===== config.mk =====
export PLATFORM = sky130hd
export DESIGN_NAME = mm_mac_cell
export DESIGN_NICKNAME = d
export VERILOG_FILES = /design/src/hw/rtl/mm_pkg.sv /design/src/hw/rtl/mm_mac_cell.sv
export SDC_FILE = /design/constraint.sdc
export NUM_CORES = 1
export LEC_CHECK = 0
export BUFFER_PORTS_ARGS = -buffer_cell sky130_fd_sc_hd__buf_2
export CORE_ASPECT_RATIO = 1.75
export CORE_MARGIN = 10
export CORE_UTILIZATION = 38
export DETAILED_ROUTE_END_ITERATION = 8
export MAX_ROUTING_LAYER = met4
export PLACE_DENSITY = 0.54
export SYNTH_ARGS = -nofsm -noshare
export SYNTH_HDL_FRONTEND = slang
export SYNTH_SLANG_ARGS = --single-unit

===== constraint.sdc =====
create_clock -name clk_i -period 8.7 [get_ports clk_i]
set_input_delay 1.74 -clock clk_i [delete_from_list [all_inputs] [get_ports clk_i]]
set_output_delay 1.74 -clock clk_i [all_outputs]
set_load 0.02 [all_outputs]

===== src/hw/rtl/mm_pkg.sv =====
// Shared types and constants for the fixed-point matrix multiply block.
package mm_pkg;

  // Default sizes
  localparam int unsigned MAX_DIM_DEF   = 16;
  localparam int unsigned ELEM_BITS_DEF = 16;

  // Fixed field widths on the ports
  localparam int unsigned FIELD_IDX_W = 4;
  localparam int unsigned VALUE_W     = 16;
  localparam int unsigned SUM_W       = 32;
  localparam int unsigned CFG_W       = 5;
  localparam int unsigned CFG_IDX_W   = 2;
  localparam int unsigned OP_W        = 2;

  // Input opcodes
  typedef enum logic [OP_W-1:0] {
    OP_LOAD_A  = 2'd0,
    OP_LOAD_B  = 2'd1,
    OP_COMPUTE = 2'd2
  } mm_op_e;

  // Configuration register indexes
  typedef enum logic [CFG_IDX_W-1:0] {
    REG_ROWS_A    = 2'd0,
    REG_INNER_DIM = 2'd1,
    REG_COLS_B    = 2'd2
  } mm_reg_e;

  // Sequencer states
  typedef enum logic [1:0] {
    ST_IDLE,
    ST_FEED,
    ST_WAIT,
    ST_EMIT
  } mm_state_e;

  // Control that travels down the cell chain with each A element
  typedef struct packed {
    logic vld;
    logic first;
    logic last;
  } mm_ctl_t;

endpackage


===== src/hw/rtl/mm_mac_cell.sv =====
// One multiply-accumulate cell: holds a column of B and one result accumulator.
module mm_mac_cell import mm_pkg::*; #(
  parameter int unsigned MAX_DIM   = MAX_DIM_DEF,
  parameter int unsigned ELEM_BITS = ELEM_BITS_DEF,
  parameter int unsigned CELL_IDX  = 0,
  localparam int unsigned IDX_W    = $clog2(MAX_DIM),
  localparam int unsigned ACC_W    = 2 * ELEM_BITS + $clog2(MAX_DIM) + 1
) (
  input  logic                        clk_i,
  input  logic                        rst_ni,
  // element stream from the previous cell
  input  mm_ctl_t                     ctl_i,
  input  logic signed [ELEM_BITS-1:0] a_i,
  input  logic        [IDX_W-1:0]     k_i,
  // B element write bus, shared by all cells
  input  logic                        b_we_i,
  input  logic        [IDX_W-1:0]     b_row_i,
  input  logic        [IDX_W-1:0]     b_col_i,
  input  logic signed [ELEM_BITS-1:0] b_val_i,
  // element stream to the next cell
  output mm_ctl_t                     ctl_o,
  output logic signed [ELEM_BITS-1:0] a_o,
  output logic        [IDX_W-1:0]     k_o,
  // running dot product of this column
  output logic signed [ACC_W-1:0]     acc_o
);

  logic signed [ELEM_BITS-1:0]   b_col_q [MAX_DIM];
  mm_ctl_t                       pass_ctl_q;
  logic signed [ELEM_BITS-1:0]   pass_a_q;
  logic        [IDX_W-1:0]       pass_k_q;
  logic signed [2*ELEM_BITS-1:0] prod_d, prod_q;
  mm_ctl_t                       prod_ctl_q;
  logic signed [ACC_W-1:0]       acc_d, acc_q;

  // Local copy of B column CELL_IDX
  always_ff @(posedge clk_i) begin
    if (b_we_i && (b_col_i == IDX_W'(CELL_IDX))) begin
      b_col_q[b_row_i] <= b_val_i;
    end
  end

  // Hand the element on to the neighbour
  always_ff @(posedge clk_i or negedge rst_ni) begin
    if (!rst_ni) begin
      pass_ctl_q <= '0;
      prod_ctl_q <= '0;
    end else begin
      pass_ctl_q <= ctl_i;
      prod_ctl_q <= ctl_i;
    end
  end

  always_ff @(posedge clk_i) begin
    pass_a_q <= a_i;
    pass_k_q <= k_i;
  end

  // Multiply stage
  assign prod_d = a_i * b_col_q[k_i];

  always_ff @(posedge clk_i) begin
    prod_q <= prod_d;
  end

  // Accumulate stage; the first term of a row restarts the sum
  always_comb begin
    acc_d = acc_q;
    if (prod_ctl_q.vld) begin
      if (prod_ctl_q.first) begin
        acc_d = ACC_W'(prod_q);
      end else begin
        acc_d = acc_q + ACC_W'(prod_q);
      end
    end
  end

  always_ff @(posedge clk_i) begin
    acc_q <= acc_d;
  end

  assign ctl_o = pass_ctl_q;
  assign a_o   = pass_a_q;
  assign k_o   = pass_k_q;
  assign acc_o = acc_q;

endmodule


==> metrics.yaml <==
route:
  wl_met3_um: 2240
  met1_length_um: 21300
  vias_per_cell: 5.06
  antenna_left: 0
  wl_met2_um: 33000
  drtIter0Drc: 676
  drc: 0
  wl_per_cell_um: 19.7
  wl_um: 58100
  top_layer_used: "met4"
  vias: 14900
  firstDrtPassIters: 5
die:
  dieWidth_um: 210
  row_count: 122
  die_height_um: 353
  start_util: 0.382
  io_pins: 110
  die_area_um2: 74200
  core-area_um2: 63000
timing:
  fin_ws_ns: 0.424
  min_period_ns: 8.28
  max_freq_mhz: 121
  worst_pin_slew_ns: 0.906
  hold_viol: 0
  max_slew_margin: 0.394
  finalSetupViolCount: 0
  fin_skew_ns: 0.0138
  period_share: 0.951
  drv_slew: 0
  rsz0062_at_grt: "false"
  setup_tns_ns: 0
placement:
  hpwl_um: 45000
  routabilityCongestion: 0.908
  numPortBuffers: 109
  post_dp_cell_area_um2: 26300
  pre_cts_ws_ns: -0.135
  dp_cells: 2874
clock_tree:
  clk_pin_slew_ns: 0.06
  cts_setup_buffers: 0
  cts_resized: 0
  htree_num_levels: 2
  cts_tree: "done"
  cts_sinks: 348
  clock_path_buffers: 3
  cts_inserted_buffers: 36
  cts-hold-fix-buffers: 0
  clk-insertion-delay-late_ns: 0.55
  ctsRootBufferMaster: "clkbuf_16"
setup_path:
  critical_path_required_ns: 9.17
  crit_path_end_kind: "flip-flop"
  cp-start-kind: "input pin"
  arrival_ns: 8.75
  worst-path-max-fanout: 22
  crit_type: "in -> reg"
  slowest_delay_ns: 0.51
  r2r_cells: 24
  cp_slowest_cell: "mux4_2"
  cpMostUsedCell: "fa_1"
yosys:
  yosysSeqAreaShare: 0.412
  async_reset_ff_frac: 0.00862
  synth_flop_cell: "edfxtp_1"
  syn_nets: 2346
  synth_top_area_cell: "edfxtp_1"
  yosys_warnings: 0
  synth.area.top_cells: "edfxtp_1 37%, fa_1 22%, mux4_2 7.4%, ha_1 6.1%, inv_1 4.8%"
  yosys.area.top_type_share: 0.365
  synth.avg_cell_area_um2: 12.6
  ys_ff_latch: 348
  synth_cells: 1915
  synth_cell_types: 65
  synth_edf_count: 293
  syn_area_um2: 24100
min_path:
  hp-class: "reg -> reg"
  hold-path-cell-count: 2
finish:
  nets: 2537
  layoutNonFillerInstCount: 2943
  area_growth_pct: 13.8
  layout_common_cells: "307 x inv_1, 293 x edfxtp_1, 263 x fa_1"
  final_common_cell: "inv_1"
  finalInstanceArea_um2: 27400
  drive_gt1_frac: 0.172
grt:
  grt.overflow.total: 0
  grt_use_total: 0.162
  grt_pass1_wl_um: 91800
  grt_pass1_vias: 16600
  antenna_found_initial: 11
  grt_max_degree: 74
status:
  status: "completed"
run:
  drv_cap: 0
==> worst paths after layout <==
path,from,endpoint,slack (ns)
worst max-delay path,k_i[0],prod_q[30]$_DFF_P_,0.42
max in group asynchronous,rst_ni,prod_ctl_q[2]$_DFF_PN0_,7.60
worst min-delay path,prod_q[5]$_DFF_P_,acc_o[5]$_DFFE_PP_,0.55
worst max register to register,b_col_q[12][2]$_DFFE_PP_,prod_q[30]$_DFF_P_,1.64
worst min register to register,prod_q[5]$_DFF_P_,acc_o[5]$_DFFE_PP_,0.55
min in group asynchronous,rst_ni,ctl_o[0]$_DFF_PN0_,0.98
==> flip-flops by register name, summed over array words and instances, names as in the netlist <==
register / flops
a_o: 16
acc_o: 37
b_col_q: 256
ctl_o: 1
k_o: 4
prod_ctl_q: 2
prod_q: 32
==> cell type report <==
| type | instances | area, µm² |
|---|---|---|
| fillers | 5803 | 35700 |
| flip-flops and latches | 348 | 9920 |
| well taps | 806 | 1010 |
| clock buffers | 41 | 941 |
| repair buffers | 217 | 1460 |
| diodes | 9 | 22.5 |
| inverters | 307 | 1150 |
| multi-input cells | 1196 | 12700 |
| clock inverters | 19 | 136 |
==> metal layers <==
layer	global-route usage	vias up
met5	-	-
met3	0.0241	87
met1	0.163	7709
met2	0.313	259
met4	0.0483	0
li1	-	6824
==> worst max-delay path: cells and delay by family <==
family	cells	cell delay (ns)
compound gates	9	1.79
xor+xnor	1	0.12
fa+ha+maj	7	3.12
buf+inv	8	1.03
mux	2	0.80
simple gates	1	0.11
==> cell usage after synthesis (all sizes together) (10+ instances only) <==
cell type	instances
a21o	20
a21oi	62
and2	145
buf	20
clkbuf	44
dfxtp	52
edfxtp	293
fa	263
ha	118
inv	307
mux4	79
nand2	168
nand2b	10
nand3	17
nor2	56
nor3	10
o21a	12
o21ai	73
xnor2	41
xor2	24
==> cells by family after synthesis <==
group	count (synthesis)	share of synthesized area
AND/OR/NAND/NOR	449	0.0938
adder cells (fa/ha/maj)	381	0.280
buffers and inverters	371	0.0594
flip-flops	348	0.412
AO/OA/AOI/OAI	216	0.0548
multiplexers	85	0.0765
XOR/XNOR	65	0.0236
==> stage by stage <==
stage          hold WS (ns)  utilization
4_1_cts               0.547        0.434
3_5_place_dp          0.532        0.417
5_1_grt               0.579        0.434
3_3_place_gp          0.525        0.417
6_report              0.546        0.434
2_1_floorplan         0.509            -
Power is not shown: default switching activity piles up to over one toggle a cycle in this logic, so the estimate is an artifact.
